==> src/rtl/fmd_pkg.sv <==
`timescale 1ns / 1ps

package fmd_pkg;

   localparam int STORE_DEPTH = 16;
   localparam int ADDR_W      = $clog2(STORE_DEPTH);

   localparam logic [1:0] ST_GOOD     = 2'd0;
   localparam logic [1:0] ST_BAD_SUM  = 2'd1;
   localparam logic [1:0] ST_TOO_LONG = 2'd2;

   // Write port from the parser into the payload memory.
   typedef struct packed {
      logic              en;
      logic [ADDR_W-1:0] addr;
      logic [7:0]        data;
   } fmd_wr_type;

   // Frame completion handed from the parser to the emitter.
   typedef struct packed {
      logic       start;
      logic       burst;
      logic [1:0] status;
      logic [7:0] command;
      logic [7:0] length;
   } fmd_cmd_type;

endpackage

==> src/rtl/fmd_req_if.sv <==
`timescale 1ns / 1ps

interface fmd_req_if;
   logic       valid;
   logic       ready;
   logic [7:0] rx_byte;

   modport source (output valid, output rx_byte, input ready);
   modport sink (input valid, input rx_byte, output ready);
endinterface

==> src/rtl/fmd_csr_if.sv <==
`timescale 1ns / 1ps

interface fmd_csr_if;
   logic       valid;
   logic       ready;
   logic [7:0] data;

   modport source (output valid, output data, input ready);
   modport sink (input valid, input data, output ready);
endinterface

==> src/rtl/fmd_rsp_if.sv <==
`timescale 1ns / 1ps

interface fmd_rsp_if;
   logic       valid;
   logic       ready;
   logic [7:0] frame_command;
   logic [7:0] frame_length;
   logic [7:0] payload_byte;
   logic [3:0] payload_index;
   logic       has_payload;
   logic [1:0] frame_status;
   logic       last_of_frame;

   modport source (output valid, output frame_command, output frame_length,
                   output payload_byte, output payload_index, output has_payload,
                   output frame_status, output last_of_frame, input ready);
   modport sink (input valid, input frame_command, input frame_length,
                 input payload_byte, input payload_index, input has_payload,
                 input frame_status, input last_of_frame, output ready);
endinterface

==> src/rtl/framed_message_deframer_top.sv <==
`timescale 1ns / 1ps

// Frame parser for byte streams of the form start, command, length, payload,
// end, checksum. Received bytes enter on the req channel, one per
// transaction; results leave on the rsp channel. The csr channel writes the
// start byte value and is always ready; write it only while the block is idle.
// Header, payload and end bytes are taken one per cycle while no results are
// pending. The checksum byte completes the frame: a status or empty-frame
// result is valid in the cycle after it is accepted, and a good frame streams
// its payload out of the 16-entry payload memory, each item read into a read
// register and then loaded into the output register; a new read is issued only
// once the previous item has left the read register. While results are pending
// req ready is low, so the input is held until every result has been taken.
// When the receiver stalls, the output register holds its item and no further
// reads are issued. Reset returns the parser to hunting for the start byte,
// clears the sum, counters and output valid, and sets the start byte to 0x02.
module framed_message_deframer_top #(
   parameter int MAX_PAYLOAD = 16
) (
   input  logic      clock,
   input  logic      reset,
   fmd_req_if.sink   req_bus,
   fmd_csr_if.sink   csr_bus,
   fmd_rsp_if.source rsp_bus
);
   import fmd_pkg::*;

   localparam int         CAPACITY = (MAX_PAYLOAD < STORE_DEPTH) ? MAX_PAYLOAD : STORE_DEPTH;
   localparam logic [7:0] CAP_LEN  = 8'(CAPACITY);

   localparam logic [2:0] PH_HUNT = 3'd0;
   localparam logic [2:0] PH_CMD  = 3'd1;
   localparam logic [2:0] PH_LEN  = 3'd2;
   localparam logic [2:0] PH_DATA = 3'd3;
   localparam logic [2:0] PH_ETX  = 3'd4;
   localparam logic [2:0] PH_CHK  = 3'd5;

   logic [7:0]  start_ff;
   logic [2:0]  phase_ff, phase_in;
   logic [7:0]  command_ff, command_in;
   logic [7:0]  length_ff, length_in;
   logic [7:0]  count_ff, count_in;
   logic [7:0]  sum_ff, sum_in;
   logic        req_accept;
   logic        emit_busy;
   logic [7:0]  rx;
   fmd_wr_type  wr;
   fmd_cmd_type cmd;

   assign rx             = req_bus.rx_byte;
   assign req_bus.ready  = !emit_busy;
   assign req_accept     = req_bus.valid && req_bus.ready;
   assign csr_bus.ready  = 1'b1;

   always_comb begin
      phase_in   = phase_ff;
      command_in = command_ff;
      length_in  = length_ff;
      count_in   = count_ff;
      sum_in     = sum_ff;
      wr.en      = 1'b0;
      wr.addr    = count_ff[ADDR_W-1:0];
      wr.data    = rx;
      cmd.start   = 1'b0;
      cmd.burst   = 1'b0;
      cmd.status  = ST_GOOD;
      cmd.command = command_ff;
      cmd.length  = length_ff;
      if (req_accept) begin
         unique case (phase_ff)
            PH_CMD: begin
               command_in = rx;
               sum_in     = sum_ff + rx;
               phase_in   = PH_LEN;
            end
            PH_LEN: begin
               length_in = rx;
               count_in  = '0;
               sum_in    = sum_ff + rx;
               phase_in  = (rx == 8'd0) ? PH_ETX : PH_DATA;
            end
            PH_DATA: begin
               // An over-long frame is still counted and summed, never stored.
               wr.en    = (length_ff <= CAP_LEN);
               sum_in   = sum_ff + rx;
               count_in = count_ff + 8'd1;
               if (count_in >= length_ff) begin
                  phase_in = PH_ETX;
               end
            end
            PH_ETX: begin
               sum_in   = sum_ff + rx;
               phase_in = PH_CHK;
            end
            PH_CHK: begin
               cmd.start = 1'b1;
               if (length_ff > CAP_LEN) begin
                  cmd.status = ST_TOO_LONG;
               end else if (sum_ff != rx) begin
                  cmd.status = ST_BAD_SUM;
               end else begin
                  cmd.status = ST_GOOD;
               end
               cmd.burst = (length_ff > CAP_LEN) ? 1'b0
                         : ((sum_ff == rx) && (length_ff != 8'd0));
               phase_in  = PH_HUNT;
            end
            default: begin
               phase_in = PH_HUNT;
               if (rx == start_ff) begin
                  sum_in   = rx;
                  phase_in = PH_CMD;
               end
            end
         endcase
      end
   end

   always_ff @(posedge clock) begin
      if (reset) begin
         start_ff   <= 8'h02;
         phase_ff   <= PH_HUNT;
         command_ff <= '0;
         length_ff  <= '0;
         count_ff   <= '0;
         sum_ff     <= '0;
      end else begin
         if (csr_bus.valid && csr_bus.ready) begin
            start_ff <= csr_bus.data;
         end
         phase_ff   <= phase_in;
         command_ff <= command_in;
         length_ff  <= length_in;
         count_ff   <= count_in;
         sum_ff     <= sum_in;
      end
   end

   fmd_emit u_emit (
      .clock   (clock),
      .reset   (reset),
      .wr      (wr),
      .cmd     (cmd),
      .busy    (emit_busy),
      .rsp_bus (rsp_bus)
   );

   // The payload memory is never written while a frame is being read out.
   assert property (@(posedge clock) disable iff (reset) wr.en |-> !emit_busy)
      else $error("payload write during readout");

   // A completed frame always produces results on the following cycles.
   assert property (@(posedge clock) disable iff (reset)
      (req_accept && phase_ff == PH_CHK) |=> emit_busy)
      else $error("checksum byte produced no results");

   // Items without payload are always the final item of their frame.
   assert property (@(posedge clock) disable iff (reset)
      (rsp_bus.valid && !rsp_bus.has_payload) |-> rsp_bus.last_of_frame)
      else $error("status item not marked last");

   // Nothing follows the last item of a frame until another frame completes.
   assert property (@(posedge clock) disable iff (reset)
      (rsp_bus.valid && rsp_bus.ready && rsp_bus.last_of_frame) |=> !rsp_bus.valid)
      else $error("result after last item of frame");

endmodule

==> src/rtl/fmd_emit.sv <==
`timescale 1ns / 1ps

module fmd_emit (
   input  logic               clock,
   input  logic               reset,
   input  fmd_pkg::fmd_wr_type  wr,
   input  fmd_pkg::fmd_cmd_type cmd,
   output logic               busy,
   fmd_rsp_if.source          rsp_bus
);
   import fmd_pkg::*;

   logic [7:0]        payload_mem [STORE_DEPTH];
   logic [7:0]        rd_data_ff;
   logic [ADDR_W:0]   remain_ff;
   logic [ADDR_W-1:0] next_addr_ff;
   logic [ADDR_W-1:0] pend_addr_ff;
   logic              pend_ff;
   logic              out_valid_ff;
   logic [7:0]        command_ff;
   logic [7:0]        length_ff;
   logic [7:0]        out_byte_ff;
   logic [3:0]        out_index_ff;
   logic              out_has_ff;
   logic [1:0]        out_status_ff;
   logic              out_last_ff;
   logic              issue;

   // A read goes out only when the output register will be free by the time
   // its data arrives, so nothing ever has to wait in the read pipeline.
   assign issue = (remain_ff != '0) && !pend_ff && (!out_valid_ff || rsp_bus.ready);
   assign busy  = (remain_ff != '0) || pend_ff || out_valid_ff;

   always_ff @(posedge clock) begin
      if (wr.en) begin
         payload_mem[wr.addr] <= wr.data;
      end
      if (issue) begin
         rd_data_ff <= payload_mem[next_addr_ff];
      end
   end

   always_ff @(posedge clock) begin
      if (reset) begin
         remain_ff    <= '0;
         pend_ff      <= 1'b0;
         out_valid_ff <= 1'b0;
      end else begin
         pend_ff <= issue;
         if (cmd.start && cmd.burst) begin
            remain_ff <= (ADDR_W + 1)'(cmd.length);
         end else if (issue) begin
            remain_ff <= remain_ff - 1'b1;
         end
         if ((cmd.start && !cmd.burst) || pend_ff) begin
            out_valid_ff <= 1'b1;
         end else if (rsp_bus.ready) begin
            out_valid_ff <= 1'b0;
         end
      end
   end

   always_ff @(posedge clock) begin
      if (cmd.start) begin
         next_addr_ff <= '0;
      end else if (issue) begin
         next_addr_ff <= next_addr_ff + 1'b1;
      end
      if (issue) begin
         pend_addr_ff <= next_addr_ff;
      end
      if (cmd.start) begin
         command_ff <= cmd.command;
         length_ff  <= cmd.length;
         if (!cmd.burst) begin
            out_byte_ff   <= '0;
            out_index_ff  <= '0;
            out_has_ff    <= 1'b0;
            out_status_ff <= cmd.status;
            out_last_ff   <= 1'b1;
         end
      end else if (pend_ff) begin
         out_byte_ff   <= rd_data_ff;
         out_index_ff  <= 4'(pend_addr_ff);
         out_has_ff    <= 1'b1;
         out_status_ff <= ST_GOOD;
         out_last_ff   <= (remain_ff == '0);
      end
   end

   assign rsp_bus.valid         = out_valid_ff;
   assign rsp_bus.frame_command = command_ff;
   assign rsp_bus.frame_length  = length_ff;
   assign rsp_bus.payload_byte  = out_byte_ff;
   assign rsp_bus.payload_index = out_index_ff;
   assign rsp_bus.has_payload   = out_has_ff;
   assign rsp_bus.frame_status  = out_status_ff;
   assign rsp_bus.last_of_frame = out_last_ff;

endmodule

==> src/flat_wrapper.sv <==
// flat-port wrapper written by rule: the top's interface ports become plain ports
module framed_message_deframer_top_flat import fmd_pkg::*;
#(
   parameter int MAX_PAYLOAD = 16
)
  (clock, reset, req_bus_valid, req_bus_rx_byte, req_bus_ready, csr_bus_valid, csr_bus_data, csr_bus_ready, rsp_bus_valid, rsp_bus_frame_command, rsp_bus_frame_length, rsp_bus_payload_byte, rsp_bus_payload_index, rsp_bus_has_payload, rsp_bus_frame_status, rsp_bus_last_of_frame, rsp_bus_ready);
  fmd_req_if req_bus_i ();
  fmd_csr_if csr_bus_i ();
  fmd_rsp_if rsp_bus_i ();
  input  logic clock;
  input  logic reset;
  input wire logic [$bits(req_bus_i.valid)-1:0] req_bus_valid;
  input wire logic [$bits(req_bus_i.rx_byte)-1:0] req_bus_rx_byte;
  output wire logic [$bits(req_bus_i.ready)-1:0] req_bus_ready;
  input wire logic [$bits(csr_bus_i.valid)-1:0] csr_bus_valid;
  input wire logic [$bits(csr_bus_i.data)-1:0] csr_bus_data;
  output wire logic [$bits(csr_bus_i.ready)-1:0] csr_bus_ready;
  output wire logic [$bits(rsp_bus_i.valid)-1:0] rsp_bus_valid;
  output wire logic [$bits(rsp_bus_i.frame_command)-1:0] rsp_bus_frame_command;
  output wire logic [$bits(rsp_bus_i.frame_length)-1:0] rsp_bus_frame_length;
  output wire logic [$bits(rsp_bus_i.payload_byte)-1:0] rsp_bus_payload_byte;
  output wire logic [$bits(rsp_bus_i.payload_index)-1:0] rsp_bus_payload_index;
  output wire logic [$bits(rsp_bus_i.has_payload)-1:0] rsp_bus_has_payload;
  output wire logic [$bits(rsp_bus_i.frame_status)-1:0] rsp_bus_frame_status;
  output wire logic [$bits(rsp_bus_i.last_of_frame)-1:0] rsp_bus_last_of_frame;
  input wire logic [$bits(rsp_bus_i.ready)-1:0] rsp_bus_ready;
  assign req_bus_i.valid = req_bus_valid;
  assign req_bus_i.rx_byte = req_bus_rx_byte;
  assign req_bus_ready = req_bus_i.ready;
  assign csr_bus_i.valid = csr_bus_valid;
  assign csr_bus_i.data = csr_bus_data;
  assign csr_bus_ready = csr_bus_i.ready;
  assign rsp_bus_valid = rsp_bus_i.valid;
  assign rsp_bus_frame_command = rsp_bus_i.frame_command;
  assign rsp_bus_frame_length = rsp_bus_i.frame_length;
  assign rsp_bus_payload_byte = rsp_bus_i.payload_byte;
  assign rsp_bus_payload_index = rsp_bus_i.payload_index;
  assign rsp_bus_has_payload = rsp_bus_i.has_payload;
  assign rsp_bus_frame_status = rsp_bus_i.frame_status;
  assign rsp_bus_last_of_frame = rsp_bus_i.last_of_frame;
  assign rsp_bus_i.ready = rsp_bus_ready;
  framed_message_deframer_top #(.MAX_PAYLOAD(MAX_PAYLOAD)) u_core (.clock(clock), .reset(reset), .req_bus(req_bus_i), .csr_bus(csr_bus_i), .rsp_bus(rsp_bus_i));
endmodule
==> config.mk <==
export PLATFORM = sky130hd
export DESIGN_NAME = framed_message_deframer_top_flat
export DESIGN_NICKNAME = d
export VERILOG_FILES = /design/src/rtl/fmd_pkg.sv /design/src/rtl/fmd_req_if.sv /design/src/rtl/fmd_csr_if.sv /design/src/rtl/fmd_rsp_if.sv /design/src/rtl/framed_message_deframer_top.sv /design/src/rtl/fmd_emit.sv /design/src/flat_wrapper.sv
export SDC_FILE = /design/constraint.sdc
export NUM_CORES = 1
export LEC_CHECK = 0
export BUFFER_PORTS_ARGS = -buffer_cell sky130_fd_sc_hd__buf_2
export CAP_MARGIN = 15
export CELL_PAD_IN_SITES_DETAIL_PLACEMENT = 2
export CELL_PAD_IN_SITES_GLOBAL_PLACEMENT = 2
export CORE_AREA = 2 2 157 159
export DETAILED_ROUTE_END_ITERATION = 16
export DIE_AREA = 0 0 159 161
export GPL_TIMING_DRIVEN = 1
export PLACE_DENSITY_LB_ADDON = 0.1
export SETUP_SLACK_MARGIN = 0.15
export SLEW_MARGIN = 20
export SYNTH_ARGS = -nofsm -noshare
export SYNTH_HDL_FRONTEND = slang
export SYNTH_SLANG_ARGS = --single-unit
==> constraint.sdc <==
create_clock -name clock -period 2.98 [get_ports clock]
set_input_delay 0.149 -clock clock [delete_from_list [all_inputs] [get_ports clock]]
set_output_delay 0.149 -clock clock [all_outputs]
set_load 0.05 [all_outputs]
After elaboration in Yosys (flattened, before gate mapping)
Memory sizes are Yosys's and may differ from the RTL's. A register that Yosys moved wholly into a read port is not among the register bits.
Cells that the tools add are included.
{ "op_classes": {"multipliers": 0, "muxes": 35, "shift": 0, "n_bitwise": 1, "n_addsub": 4, "eq_ne": 10, "magnitude_cmp": 3, "n_reduce_logical": 30, "n_div": 0} }
{ "op_table": {"columns": ["operator", "count"], "rows": [
  ["8-bit 2-to-1 mux", 4],
  ["8-bit one-hot mux with 2 select lines", 2],
  ["4-bit 2-to-1 mux", 5],
  ["8-bit == test", 2],
  ["1-bit 2-to-1 mux", 15],
  ["3-bit one-hot mux with 5 select lines", 1],
  ["5-bit 2-to-1 mux", 2],
  ["2-bit AND reduction", 5],
  ["2-bit nonzero test", 5],
  ["8-bit by 1-bit adder with 8-bit output (second input constant)", 1],
  ["8-bit adder", 1],
  ["8-bit >= comparator", 1],
  ["8-bit by 5-bit greater-than comparator with 1-bit output (second input constant)", 1],
  ["8-bit by 5-bit <= comparator with 1-bit output (second input constant)", 1],
  ["8-bit logical NOT", 1],
  ["2-bit 2-to-1 mux", 4],
  ["8-bit inequality test", 1],
  ["8-bit nonzero test", 1],
  ["3-bit by 2-bit == test with 1-bit output (second input constant)", 2],
  ["3-bit == test (second input constant)", 2],
  ["1-bit logical AND", 6],
  ["3-bit 2-to-1 mux", 2],
  ["5-bit logical NOT", 1],
  ["5-bit nonzero test", 1],
  ["other kinds (10)", 16]
]} }
{ "totals": {"mem_count": 1, "output_inout_bits": 35, "input_bits": 21, "latch_bits": 0, "mem_bits_ro": 0, "mem_bits_rw": 128, "regBits": 90} }
{ "mem_list": {"columns": ["name", "words", "word_bits", "rd", "rd_ports_with_merged_regs", "wr", "line", "source"], "rows": [
  ["u_core.u_emit.payload_mem", 16, 8, 1, 1, 1, "fmd_emit.sv:13", "logic [7:0] payload_mem [STORE_DEPTH];"]
]} }

Logic depth before layout (Yosys ltp)
Gate-level depths: netlist of the first run.
{ "depth": {"ltp_word": 10, "depth_mapped": 11} }

By module
A second synthesis of the first run with hierarchy kept.
{ "unflattened": {"hier_cells": 698, "area_unflattened_um2": 9631.7} }
{ "by_module_without_submodules": {"columns": ["mod", "area_each_um2", "cells_per_inst", "instances"], "rows": [
  ["fmd_emit", 7021.7, 381, 1],
  ["framed_message_deframer_top", 2610.0, 317, 1]
]} }

Least setup slack after synthesis of the first run
Ideal clock, no wire load.
{ "synth_timing": {"kind": "register to register", "from": "register u_core.u_emit.remain_ff[0]", "to": "memory u_core.u_emit.payload_mem[0][0], enable pin", "path_stages_with_launch": 9, "path_slack_ns": -0.548, "setup_time_ns": 0.383, "arrival_ns": 3.145, "t_required_ns": 2.597, "cell_sequence": "dfxtp_1 inv_1 ha_1 or4b_4 nor3_2 nand2_1 nor3_1 nand2_1 nor3_1"} }
{ "synth_between": {"elab_chain_len": 8} }
{ "synth_rtl": {"columns": ["item", "line", "source"], "rows": [
  ["from (decl)", "fmd_emit.sv:15", "logic [ADDR_W:0] remain_ff;"],
  ["from (signal assigned)", "fmd_emit.sv:51", "remain_ff <= (ADDR_W + 1)'(cmd.length);"],
  ["from (signal assigned)", "fmd_emit.sv:53", "remain_ff <= remain_ff - 1'b1;"],
  ["5-bit nonzero test", "fmd_emit.sv:32", "assign busy = (remain_ff != '0) || pend_ff || out_valid_ff;"],
  ["1-bit logical OR (2 in series)", "fmd_emit.sv:32", null],
  ["1-bit logical NOT", "framed_message_deframer_top.sv:51", "assign req_bus.ready = !emit_busy;"],
  ["via req_bus_ready", "flat_wrapper.sv:14", "output wire logic [$bits(req_bus_i.ready)-1:0] req_bus_ready;"],
  ["1-bit logical AND", "framed_message_deframer_top.sv:52", "assign req_accept = req_bus.valid && req_bus.ready;"],
  ["1-bit 2-to-1 mux", "framed_message_deframer_top.sv:69", "if (req_accept) begin"],
  ["1-bit 2-to-1 mux", "fmd_emit.sv:35", "if (wr.en) begin"],
  ["1-bit 2-to-1 mux (implied by the code)", "fmd_emit.sv:36", "payload_mem[wr.addr] <= wr.data;"],
  ["to (decl)", "fmd_emit.sv:13", null]
]} }
The timed path passes the listed nets, and every way through them passes these cells.

Worst setup path after layout of the first run
{ "layout_timing": {"from": "register u_core.u_emit.remain_ff[0]", "to": "memory u_core.u_emit.payload_mem[14][6], enable pin"} }
{ "layout_between": {"elab_chain_len": 8} }
{ "layout_rtl": {"columns": ["item", "line"], "rows": [
  ["5-bit nonzero test", "fmd_emit.sv:32"],
  ["1-bit logical OR (2 in series)", "fmd_emit.sv:32"],
  ["1-bit logical NOT", "framed_message_deframer_top.sv:51"],
  ["1-bit logical AND", "framed_message_deframer_top.sv:52"],
  ["1-bit 2-to-1 mux", "framed_message_deframer_top.sv:69"],
  ["1-bit 2-to-1 mux", "fmd_emit.sv:35"],
  ["1-bit 2-to-1 mux (implied by the code)", "fmd_emit.sv:36"]
]} }
Every way passes these cells.

==> impl_metrics.py, run 1 <==
metrics = {
    "clocking": {
        "clk_transition_reported_paths_ps": 60,
        "cts_tree": "done",
        "clock_tree_root_buffer_cell": "sky130_fd_sc_hd__clkbuf_16",
        "numCtsBuffers": 25,
        "max-clock-path-buffers": 3,
        "cts_htree_levels": 1,
        "worst_skew_pair.late_latency_ps": 540,
        "clock_sinks": 226,
    },
    "routing": {
        "detail-route-antenna-nets": 0,
        "remaining_drc_errors": 0,
        "viasPerCell": 5.34,
        "routed_wirelength_mm": 25.2,
        "dr.pass1.iters": 4,
        "dr_wl_cell_um": 23.6,
        "drtIter0Drc": 269,
        "routed-via-count": 5706,
    },
    "timing": {
        "post_layout_minimum_cycle_time_ps": 2720,
        "timing.final.hold_violations": 0,
        "final.setup_skew_ps": 8.67,
        "fin_crit_sh_pct": 91.2,
        "final.setup.tns_ps": 0,
        "worst_slew_pin_slew_ps": 1060,
        "fmaxAchievable_mhz": 368,
        "final-max-slew-violation-count": 0,
        "slew_headroom_pct": 29.3,
        "rsz0062_at_grt": "true",
        "setup_violations": 0,
    },
    "floorplanning": {
        "floorplan.initialDensity_pct": 39.1,
        "std_cell_rows": 57,
        "core_region_area_um2": 24000,
        "die-area_um2": 25600,
        "die_h_um": 161,
        "die_width_um": 159,
        "pin_count": 56,
    },
    "worst_hold_path": {
        "hold_path_startpoint": "csr_bus_valid",
        "hp-class": "input port to flop",
        "worstHoldPathCells": 2,
        "end_of_the_worst_hold_path": "u_core.start_ff[1]",
    },
    "synthesis": {
        "post-synth-top-count-cell": "sky130_fd_sc_hd__edfxtp_1",
        "synth.top_cells.by_count": "172 x sky130_fd_sc_hd__edfxtp_1, 65 x sky130_fd_sc_hd__nor2_1, 54 x sky130_fd_sc_hd__dfxtp_1, 40 x sky130_fd_sc_hd__mux4_2, 36 x sky130_fd_sc_hd__nand2_1",
        "syn_avg_cell_area_um2": 14.8,
        "register_bit_count_reported_by_yosys": 226,
        "synth.net_count": 677,
        "yosys_most_used_dff": "sky130_fd_sc_hd__edfxtp_1",
        "yosys_cell_types": 54,
        "postSynthCellCount": 633,
        "post-synth-top-area-fraction_pct": 55.1,
        "synthArstFlopShare_pct": 0,
        "post_synthesis_cell_area_um2": 9380,
        "synth.yosys.seq_area_share_pct": 66.6,
        "synth_top_area_cell": "sky130_fd_sc_hd__edfxtp_1",
        "yosys_warnings": 0,
        "synth.top_cells.by_area": "sky130_fd_sc_hd__edfxtp_1 55%, sky130_fd_sc_hd__dfxtp_1 12%, sky130_fd_sc_hd__mux4_2 9.6%",
        "synth_enable_flop_cells": 172,
    },
    "global_routing": {
        "grtUsageTotal_pct": 20.0,
        "global_route.overflow_total": 0,
        "grt_max_degree": 51,
        "antenna_found_initial": 0,
        "grt_pass1_vias": 6263,
        "first_pass_grt_wire_length_mm": 38.7,
    },
    "pwr": {
        "vdd.ir_drop.worst_mv": 0.434,
        "power.leakage_nw": 3.97,
        "cellPowerDensity_nw_per_um2": 804,
    },
    "worst_setup_path": {
        "rr_worst_depth": 8,
        "worst_path_largest_cell_delay_ps": 510,
        "rr_startpoint": "u_core.u_emit.remain_ff[0]",
        "worst_ep_required_time_ps": 3180,
        "crit_path_start_kind": "flop",
        "cp_max_fo": 8,
        "crit_path_cell_trace": "inv_1, ha_1, or4b_4, nor3_4, nand2_2, nor3_4, nand2_1, nor2_2",
        "cp_slowest_cell": "sky130_fd_sc_hd__or4b_4",
        "reg2reg_to": "u_core.u_emit.payload_mem[14][6]",
        "worst-setup-path-type": "flop to flop",
        "setup_slack_of_the_worst_register_to_register_path_ps": 260,
        "critPathArrivalTime_ps": 2910,
        "cp.buffers_inverters": 1,
        "cp-end-kind": "flop",
        "worst_path_dominant_cell_family": "simple AND/OR/NAND/NOR gates",
        "crit_path_frequent_cell": "sky130_fd_sc_hd__nor3_4",
    },
    "cells_and_area": {
        "antenna-diode-count": 0,
        "share_of_post_route_cells_with_drive_strength_above_1_pct": 25.9,
        "num-nets-final": 770,
        "layout-area-overhead-vs-synth_pct": 20.0,
        "layout.cells.non_filler": 1069,
    },
    "placement": {
        "port-buffer-count": 54,
        "placed_cells_incl_taps": 1008,
        "place_hpwl_mm": 16.6,
        "final_weighted_congestion_of_routability_driven_global_placement": 0.784,
    },
    "status": {
        "run_status": "finished clean",
    },
    "flow_run": {
        "maxCapViolCount": 0,
    },
}
## registers in the layout, summed over array words and instances, names as in the netlist
name                                 cells
u_core.command_ff                        8
u_core.u_emit.rsp_bus.payload_index      4
u_core.length_ff                         8
u_core.u_emit.rsp_bus.frame_status       2
u_core.u_emit.rsp_bus.frame_length       8
u_core.u_emit.rsp_bus.has_payload        1
u_core.u_emit.rsp_bus.valid              1
u_core.u_emit.rsp_bus.frame_command      8
u_core.sum_ff                            8
u_core.u_emit.pend_addr_ff               4
u_core.count_ff                          8
u_core.u_emit.rsp_bus.last_of_frame      1
u_core.phase_ff                          3
u_core.u_emit.pend_ff                    1
u_core.u_emit.remain_ff                  5
u_core.u_emit.rsp_bus.payload_byte       8
u_core.u_emit.next_addr_ff               4
u_core.start_ff                          8
u_core.u_emit.payload_mem              128
u_core.u_emit.rd_data_ff                 8
## cells by family after synthesis
| kind of cell | synth area share (%) |
|---|---|
| other | 0.0400 |
| adders and majority gates | 3.15 |
| buffers and inverters | 2.16 |
| DFF | 66.6 |
| muxes | 11.5 |
| and+or+nand+nor | 8.81 |
| xor gates and xnor gates | 2.05 |
| AOI/OAI and AO/OA | 5.64 |
## how the worst max path moves through the flow
stage | startpoint | end | depth (start not counted)
6_report | u_core.u_emit.remain_ff[0] | u_core.u_emit.payload_mem[14][6] | 8
3_3_place_gp | u_core.u_emit.remain_ff[0] | u_core.u_emit.remain_ff[2] | 9
4_1_cts | u_core.u_emit.remain_ff[0] | u_core.u_emit.remain_ff[2] | 9
5_1_grt | u_core.u_emit.remain_ff[0] | u_core.u_emit.payload_mem[14][4] | 8
3_5_place_dp | u_core.u_emit.remain_ff[0] | u_core.u_emit.remain_ff[2] | 9
2_1_floorplan | u_core.u_emit.remain_ff[0] | u_core.u_emit.payload_mem[3][0] | 8
## power breakdown
group | leakage (nW) | switching [W] | total, W | internal, W
combinational | 1.54 | 0.00123 | 0.00214 | 0.000915
sequential | 2.04 | 0.000160 | 0.00389 | 0.00373
clock | 0.393 | 0.00128 | 0.00301 | 0.00174
## area by class of cell
type,instances,area [µm²]
clock buffers,28,647
clock inverters,18,148
fillers,2377,12700
inverters,22,86.3
multi-input cells,355,3060
flip-flops and latches,226,6250
well taps,324,405
repair buffers,96,664
## cells in the final DEF (no fill, tap or decap), drive strengths merged, types with 7 or more instances in the layout
cell type / count
o21ai: 20
nor2: 66
xnor2: 17
dfxtp: 54
and2: 14
a22oi: 7
clkinv: 15
nor2b: 7
dlygate4sd3: 10
nand2: 36
mux2i: 18
nor3: 18
edfxtp: 172
clkbuf: 28
mux4: 40
ha: 22
a21oi: 26
inv: 22
buf: 86
## stage by stage
step           power (W)  util [%]  hold slack (ps)  instance area [µm²]  worst slack, ps
5_1_grt          0.00944      47.0             46.2                11300             77.9
2_1_floorplan    0.00549         -              248                 9490              154
6_report         0.00904      47.0             27.6                11300              262
4_1_cts          0.00916      46.6             17.9                11200              183
3_5_place_dp     0.00611      42.8              372                10300              154
3_3_place_gp     0.00602      42.8              367                10300              280
## timing repair
action                                  CTS  global route
pin swaps                                 1             6
hold buffers                             10             0
endpoints found under the setup margin    1           102
setup buffers                             0             5
hold endpoints to repair                 10             0
gates resized for setup                   0             5
## per-layer routing
layer	global-route usage, %	up-vias	routed length [µm]
met5	0	-	0
met4	5.12	0	442
met3	3.00	33	987
met2	34.9	120	12700
met1	26.6	2978	11100
li1	-	2575	-
## worst reg2reg max path, delay by kind of cell (launching register included)
| family | cells | cell delay, ps |
|---|---|---|
| DFF | 1 | 320 |
| buffers and inverters | 1 | 120 |
| adders and majority gates | 1 | 160 |
| and+or+nand+nor | 6 | 1760 |
No activity file was read; power rests on OpenSTA's default activity.
==> inputs of run 2 (changes only) <==
--- a/config.mk
+++ b/config.mk
@@ -13,6 +13,7 @@
 export DETAILED_ROUTE_END_ITERATION = 16
 export DIE_AREA = 0 0 159 161
 export GPL_TIMING_DRIVEN = 1
+export MAX_ROUTING_LAYER = met4
 export PLACE_DENSITY_LB_ADDON = 0.1
 export SETUP_SLACK_MARGIN = 0.15
 export SLEW_MARGIN = 20
==> run 2 against run 1 <==
Against the previous run:
- via count down 0.37%
- clock skew up 2.2 ps
- first-iteration DRC count up 14%
- critical path type unchanged
==> impl_metrics.py, run 2 (synthesis gave the netlist of run 1 again) <==
metrics = {
    "routing": {
        "viasPerCell": 5.32,
        "dr.pass1.iters": 4,
        "routed-via-count": 5685,
        "detail-route-antenna-nets": 0,
        "routed_wirelength_mm": 25.2,
        "drtIter0Drc": 306,
        "remaining_drc_errors": 0,
        "dr_wl_cell_um": 23.6,
    },
    "clocking": {
        "clk_transition_reported_paths_ps": 60,
        "cts_htree_levels": 1,
        "cts_tree": "done",
        "clock_sinks": 226,
        "numCtsBuffers": 25,
        "max-clock-path-buffers": 3,
        "clock_tree_root_buffer_cell": "sky130_fd_sc_hd__clkbuf_16",
        "worst_skew_pair.late_latency_ps": 550,
    },
    "placement": {
        "port-buffer-count": 54,
        "final_weighted_congestion_of_routability_driven_global_placement": 0.797,
        "place_hpwl_mm": 16.6,
        "setup_slack_after_placement_ps": 154,
    },
    "worst_setup_path": {
        "rr_startpoint": "u_core.u_emit.remain_ff[0]",
        "cp-end-kind": "flop",
        "reg2reg_to": "u_core.u_emit.payload_mem[10][5]",
        "timing.critical_path.to": "u_core.u_emit.payload_mem[10][5]",
        "rr_worst_depth": 8,
        "critPathArrivalTime_ps": 2920,
        "setup_slack_of_the_worst_register_to_register_path_ps": 260,
        "worst_ep_required_time_ps": 3180,
        "worst-setup-path-type": "flop to flop",
        "crit_path_start_kind": "flop",
        "cp-startpoint": "u_core.u_emit.remain_ff[0]",
        "cp_max_fo": 8,
    },
    "global_routing": {
        "grt_max_degree": 51,
        "grt_pass1_vias": 6260,
        "grtUsageTotal_pct": 20.7,
        "first_pass_grt_wire_length_mm": 38.6,
        "antenna_found_initial": 0,
        "global_route.overflow_total": 0,
    },
    "timing": {
        "final.setup.tns_ps": 0,
        "slew_headroom_pct": 27.8,
        "final.setup_skew_ps": 10.9,
        "setup_violations": 0,
        "fmaxAchievable_mhz": 368,
        "post_layout_minimum_cycle_time_ps": 2720,
        "rsz0062_at_grt": "true",
        "fin_crit_sh_pct": 91.3,
        "timing.final.hold_violations": 0,
        "worst_slack_ps": 260,
        "final-max-slew-violation-count": 0,
        "worst_slew_pin_slew_ps": 1080,
    },
    "pwr": {
        "vdd.ir_drop.worst_mv": 0.435,
        "cellPowerDensity_nw_per_um2": 804,
        "power.leakage_nw": 3.97,
        "part_of_the_total_power_dissipated_in_combinational_logic_pct": 23.7,
        "pwr-share-seq_pct": 43.0,
        "power.share.switching_pct": 29.5,
        "clock_network_power_share_pct": 33.3,
        "total_switching_power_w": 0.00267,
        "p_int_w": 0.00638,
    },
    "cells_and_area": {
        "share_of_post_route_cells_with_drive_strength_above_1_pct": 25.9,
        "layout.cells.most_common_list": "172 x sky130_fd_sc_hd__edfxtp_1, 54 x sky130_fd_sc_hd__buf_2, 53 x sky130_fd_sc_hd__nor2_1, 53 x sky130_fd_sc_hd__dfxtp_1, 40 x sky130_fd_sc_hd__mux4_2",
        "layout-area-overhead-vs-synth_pct": 20.0,
        "fill_cells": 2377,
        "largest-register": "u_core.u_emit.payload_mem",
        "max_ffs_per_register": 128,
        "antenna-diode-count": 0,
        "layout_commonest_cell": "sky130_fd_sc_hd__edfxtp_1",
        "num-nets-final": 770,
    },
    "flow_run": {
        "maxCapViolCount": 0,
    },
    "floorplanning": {
        "die-area_um2": 25600,
        "die_width_um": 159,
        "floorplan.initialDensity_pct": 39.1,
        "std_cell_rows": 57,
        "die_h_um": 161,
        "core_region_area_um2": 24000,
        "pin_count": 56,
    },
    "worst_hold_path": {
        "hold_path_startpoint": "csr_bus_valid",
        "hp-class": "input port to flop",
    },
    "status": {
        "run_status": "finished clean",
    },
}
run 2: cell counts in the layout (fill, tap and decap cells not counted):
Identical to the previous run, type by type.
run 2: power groups by stage:
stage	registers, W	clock network [W]	logic (W)
detailed placement	0.00396	0	0.00215
global placement	0.00394	0	0.00209
CTS	0.00390	0.00309	0.00217
global route	0.00393	0.00320	0.00231
finish	0.00389	0.00301	0.00215
floorplan	0.00414	0	0.00135
run 2: worst min-delay path by stage:
stage                                            to  slack (ps)  cells past startpoint
floorplan           u_core.u_emit.payload_mem[0][0]         250                      0
global placement                 u_core.start_ff[1]         370                      2
detailed placement               u_core.start_ff[1]         370                      2
CTS                              u_core.start_ff[1]          20                      2
global route                     u_core.start_ff[1]          50                      2
finish                           u_core.start_ff[1]          20                      2
run 2: through the flow:
step	total power [W]	utilization [%]	instances	instance area, µm²	hold slack, ps
3_5_place_dp	0.00611	42.8	1008	10300	372
4_1_cts	0.00916	46.6	1064	11200	17.9
6_report	0.00905	47.0	1069	11300	23.7
5_1_grt	0.00944	47.0	1069	11300	46.2
2_1_floorplan	0.00549	-	633	9490	248
3_3_place_gp	0.00602	42.8	1008	10300	367
run 2: metal layers:
layer / global-route usage (%) / up-vias / share of wire, %
li1: - / 2578 / -
met1: 26.7 / 2969 / 45
met2: 34.9 / 103 / 50
met3: 2.80 / 35 / 3.5
met4: 5.12 / 0 / 1.8
met5: - / - / 0
run 2: timing repair:
item / 4_1_cts / 5_1_grt
hold buffers: 10 / 0
resized for setup: 0 / 5
setup buffers: 0 / 5
pin swaps: 1 / 6
endpoints found under the setup margin: 1 / 102
endpoints found under the hold margin: 10 / 0
run 2: critical path, stage by stage, from the launching register on:
cell and delay, ps:
sky130_fd_sc_hd__dfxtp_1 320, sky130_fd_sc_hd__inv_1 120, sky130_fd_sc_hd__ha_1 160, sky130_fd_sc_hd__or4b_4 510
sky130_fd_sc_hd__nor3_4 210, sky130_fd_sc_hd__nand2_2 120, sky130_fd_sc_hd__nor3_4 230, sky130_fd_sc_hd__nand2_1 280
sky130_fd_sc_hd__nor2_2 420
run 2: area by class of cell:
| class | count | area (µm²) | area share, % |
|---|---|---|---|
| multi-input combinational | 355 | 3060 | 27.2 |
| inverter | 22 | 86.3 | 0.767 |
| clock buffer | 28 | 647 | 5.75 |
| timing repair buffer | 96 | 664 | 5.90 |
| sequential | 226 | 6250 | 55.5 |
| tap | 324 | 405 | 3.60 |
| clock inverter | 18 | 148 | 1.31 |
==> inputs of run 3 (changes only) <==
--- a/config.mk
+++ b/config.mk
@@ -7,11 +7,9 @@
 export LEC_CHECK = 0
 export BUFFER_PORTS_ARGS = -buffer_cell sky130_fd_sc_hd__buf_2
 export CAP_MARGIN = 15
-export CELL_PAD_IN_SITES_DETAIL_PLACEMENT = 2
-export CELL_PAD_IN_SITES_GLOBAL_PLACEMENT = 2
-export CORE_AREA = 2 2 157 159
+export CORE_AREA = 2 2 148 150
 export DETAILED_ROUTE_END_ITERATION = 16
-export DIE_AREA = 0 0 159 161
+export DIE_AREA = 0 0 150 152
 export GPL_TIMING_DRIVEN = 1
 export MAX_ROUTING_LAYER = met4
 export PLACE_DENSITY_LB_ADDON = 0.1
==> run 3 against run 2 <==
Against the previous run:
- total power rose by 0.26%
- sequential cell count unchanged
- final cell count is 4.7% lower
- global-route usage shrank 1.4 points
- first-iteration DRC count up 51%
- clock-buffer cell count up 4
- setup slack worse by 38 ps
- clock skew decreased by 1.9 ps
- register-to-register slack lost 40 ps
- largest cell class unchanged
- non-clock buffer count shrank 5
- maximum frequency fell by 1.4%
- via count fell by 3.7%
==> impl_metrics.py, run 3 (synthesis gave the netlist of run 1 again) <==
metrics = {
    "cells_and_area": {
        "num-nets-final": 764,
        "max_ffs_per_register": 128,
        "share_of_post_route_cells_with_drive_strength_above_1_pct": 25.3,
        "layout_commonest_cell": "sky130_fd_sc_hd__edfxtp_1",
        "layout-area-overhead-vs-synth_pct": 19.3,
        "largest-register": "u_core.u_emit.payload_mem",
        "layout.cells.most_common_list": "172 x sky130_fd_sc_hd__edfxtp_1, 54 x sky130_fd_sc_hd__buf_2, 53 x sky130_fd_sc_hd__nor2_1, 53 x sky130_fd_sc_hd__dfxtp_1, 40 x sky130_fd_sc_hd__mux4_2",
    },
    "worst_setup_path": {
        "worst_path_dominant_cell_family": "simple AND/OR/NAND/NOR gates",
        "cp-end-kind": "flop",
        "cp_slowest_cell": "sky130_fd_sc_hd__or4b_4",
        "worst_ep_required_time_ps": 3150,
        "crit_path_cell_trace": "inv_1, ha_1, or4b_4, nor3_4, nand2_2, nor3_4, nand2_1, nor2_2",
        "worst-setup-path-type": "flop to flop",
        "setup_slack_of_the_worst_register_to_register_path_ps": 220,
        "crit_path_frequent_cell": "sky130_fd_sc_hd__nor3_4",
        "worst_path_largest_cell_delay_ps": 510,
        "critPathArrivalTime_ps": 2930,
        "cp_max_fo": 8,
        "crit_path_start_kind": "flop",
        "cp.buffers_inverters": 1,
    },
    "status": {
        "run_status": "finished clean",
    },
    "global_routing": {
        "grt_max_degree": 51,
        "global_route.overflow_total": 0,
        "grtUsageTotal_pct": 19.2,
        "first_pass_grt_wire_length_mm": 32.2,
        "grt_pass1_vias": 5448,
        "antenna_found_initial": 1,
    },
    "clocking": {
        "clock_tree_root_buffer_cell": "sky130_fd_sc_hd__clkbuf_16",
        "cts_htree_levels": 1,
        "cts_tree": "done",
        "clock_sinks": 226,
        "clk_transition_reported_paths_ps": 60,
        "max-clock-path-buffers": 3,
        "worst_skew_pair.late_latency_ps": 510,
        "numCtsBuffers": 24,
    },
    "placement": {
        "port-buffer-count": 54,
        "final_weighted_congestion_of_routability_driven_global_placement": 0.814,
        "setup_slack_after_placement_ps": 206,
        "place_hpwl_mm": 14.3,
    },
    "routing": {
        "routed-via-count": 5474,
        "remaining_drc_errors": 0,
        "drtIter0Drc": 461,
        "dr_wl_cell_um": 20.6,
        "dr.pass1.iters": 4,
        "viasPerCell": 5.37,
        "detail-route-antenna-nets": 0,
        "routed_wirelength_mm": 21.0,
    },
    "timing": {
        "rsz0062_at_grt": "true",
        "setup_violations": 0,
        "fmaxAchievable_mhz": 363,
        "final.setup_skew_ps": 9.01,
        "slew_headroom_pct": 26.3,
        "final.setup.tns_ps": 0,
        "worst_slew_pin_slew_ps": 1110,
        "worst_slack_ps": 222,
        "post_layout_minimum_cycle_time_ps": 2760,
        "fin_crit_sh_pct": 92.5,
        "final-max-slew-violation-count": 0,
        "timing.final.hold_violations": 0,
    },
    "floorplanning": {
        "die_h_um": 152,
        "std_cell_rows": 54,
        "floorplan.initialDensity_pct": 43.9,
        "pin_count": 56,
        "die-area_um2": 22800,
        "die_width_um": 150,
        "core_region_area_um2": 21400,
    },
    "worst_hold_path": {
        "hp-class": "input port to flop",
    },
    "pwr": {
        "vdd.ir_drop.worst_mv": 0.461,
        "cellPowerDensity_nw_per_um2": 811,
        "power.total_w": 0.00907,
        "power.leakage_nw": 3.95,
    },
    "flow_run": {
        "maxCapViolCount": 0,
    },
}
[run 3: cell count changes in the layout (fill, tap and decap cells not counted), sizes merged]
cell,change
buf,-5
bufinv,+2
clkbuf,+4
clkinv,-8
clkinvlp,+1
diode,+1
inv,-1
[run 3: through the flow]
stage / std cells / util (%) / cell area [µm²] / hold WS, ps
after floorplan: 633 / - / 9490 / 248
after global placement: 959 / 47.6 / 10200 / 363
after detailed placement: 959 / 47.6 / 10200 / 367
after CTS: 1013 / 52.0 / 11100 / 16.5
after global routing: 1019 / 52.4 / 11200 / 42.4
final: 1019 / 52.4 / 11200 / 18.9
[run 3: path summary, 6_finish.rpt]
kind,start,to,cells after the start
max,u_core.u_emit.remain_ff[0],u_core.u_emit.payload_mem[14][0],8
min,req_bus_rx_byte[2],u_core.command_ff[2],3
max reg2reg,u_core.u_emit.remain_ff[0],u_core.u_emit.payload_mem[14][0],8
min reg2reg,u_core.command_ff[3],u_core.u_emit.rsp_bus.frame_command[3],0
[run 3: power breakdown]
part           internal, W  switching, W
Clock              0.00193       0.00118
Combinational     0.000908       0.00114
Sequential         0.00373      0.000188
Total              0.00657       0.00251
[run 3: area by class of cell]
| cell class | instances | area, µm² |
|---|---|---|
| repair buffers | 91 | 623 |
| multi-input cells | 355 | 3050 |
| inverters | 22 | 86.3 |
| clock inverters | 12 | 161 |
| clock buffers | 32 | 672 |
| flip-flops and latches | 226 | 6250 |
| fillers | 1808 | 10200 |
| well taps | 280 | 350 |
| diodes | 1 | 2.50 |
[run 3: worst reg2reg max path, cell delays in order (launching register included)]
cell and delay [ps]:
sky130_fd_sc_hd__dfxtp_1 320, sky130_fd_sc_hd__inv_1 110, sky130_fd_sc_hd__ha_1 150, sky130_fd_sc_hd__or4b_4 510, sky130_fd_sc_hd__nor3_4 200, sky130_fd_sc_hd__nand2_2 160
sky130_fd_sc_hd__nor3_4 270, sky130_fd_sc_hd__nand2_1 310, sky130_fd_sc_hd__nor2_2 400
[run 3: layer usage]
metal | track usage (%) | part of all wire (%) | up-vias | wire length, µm
met4 | 4.67 | 1.4 | 0 | 301
li1 | - | - | 2566 | -
met5 | - | 0 | - | 0
met1 | 27.5 | 47 | 2745 | 9800
met2 | 29.1 | 47 | 141 | 9880
met3 | 3.00 | 4.7 | 22 | 990
[run 3: timing repair]
action                                  in CTS  in global routing
hold buffers                                10                  0
endpoints found under the setup margin       0                 83
resized for setup                            0                  3
endpoints found under the hold margin       10                  0
setup buffers                                0                  5
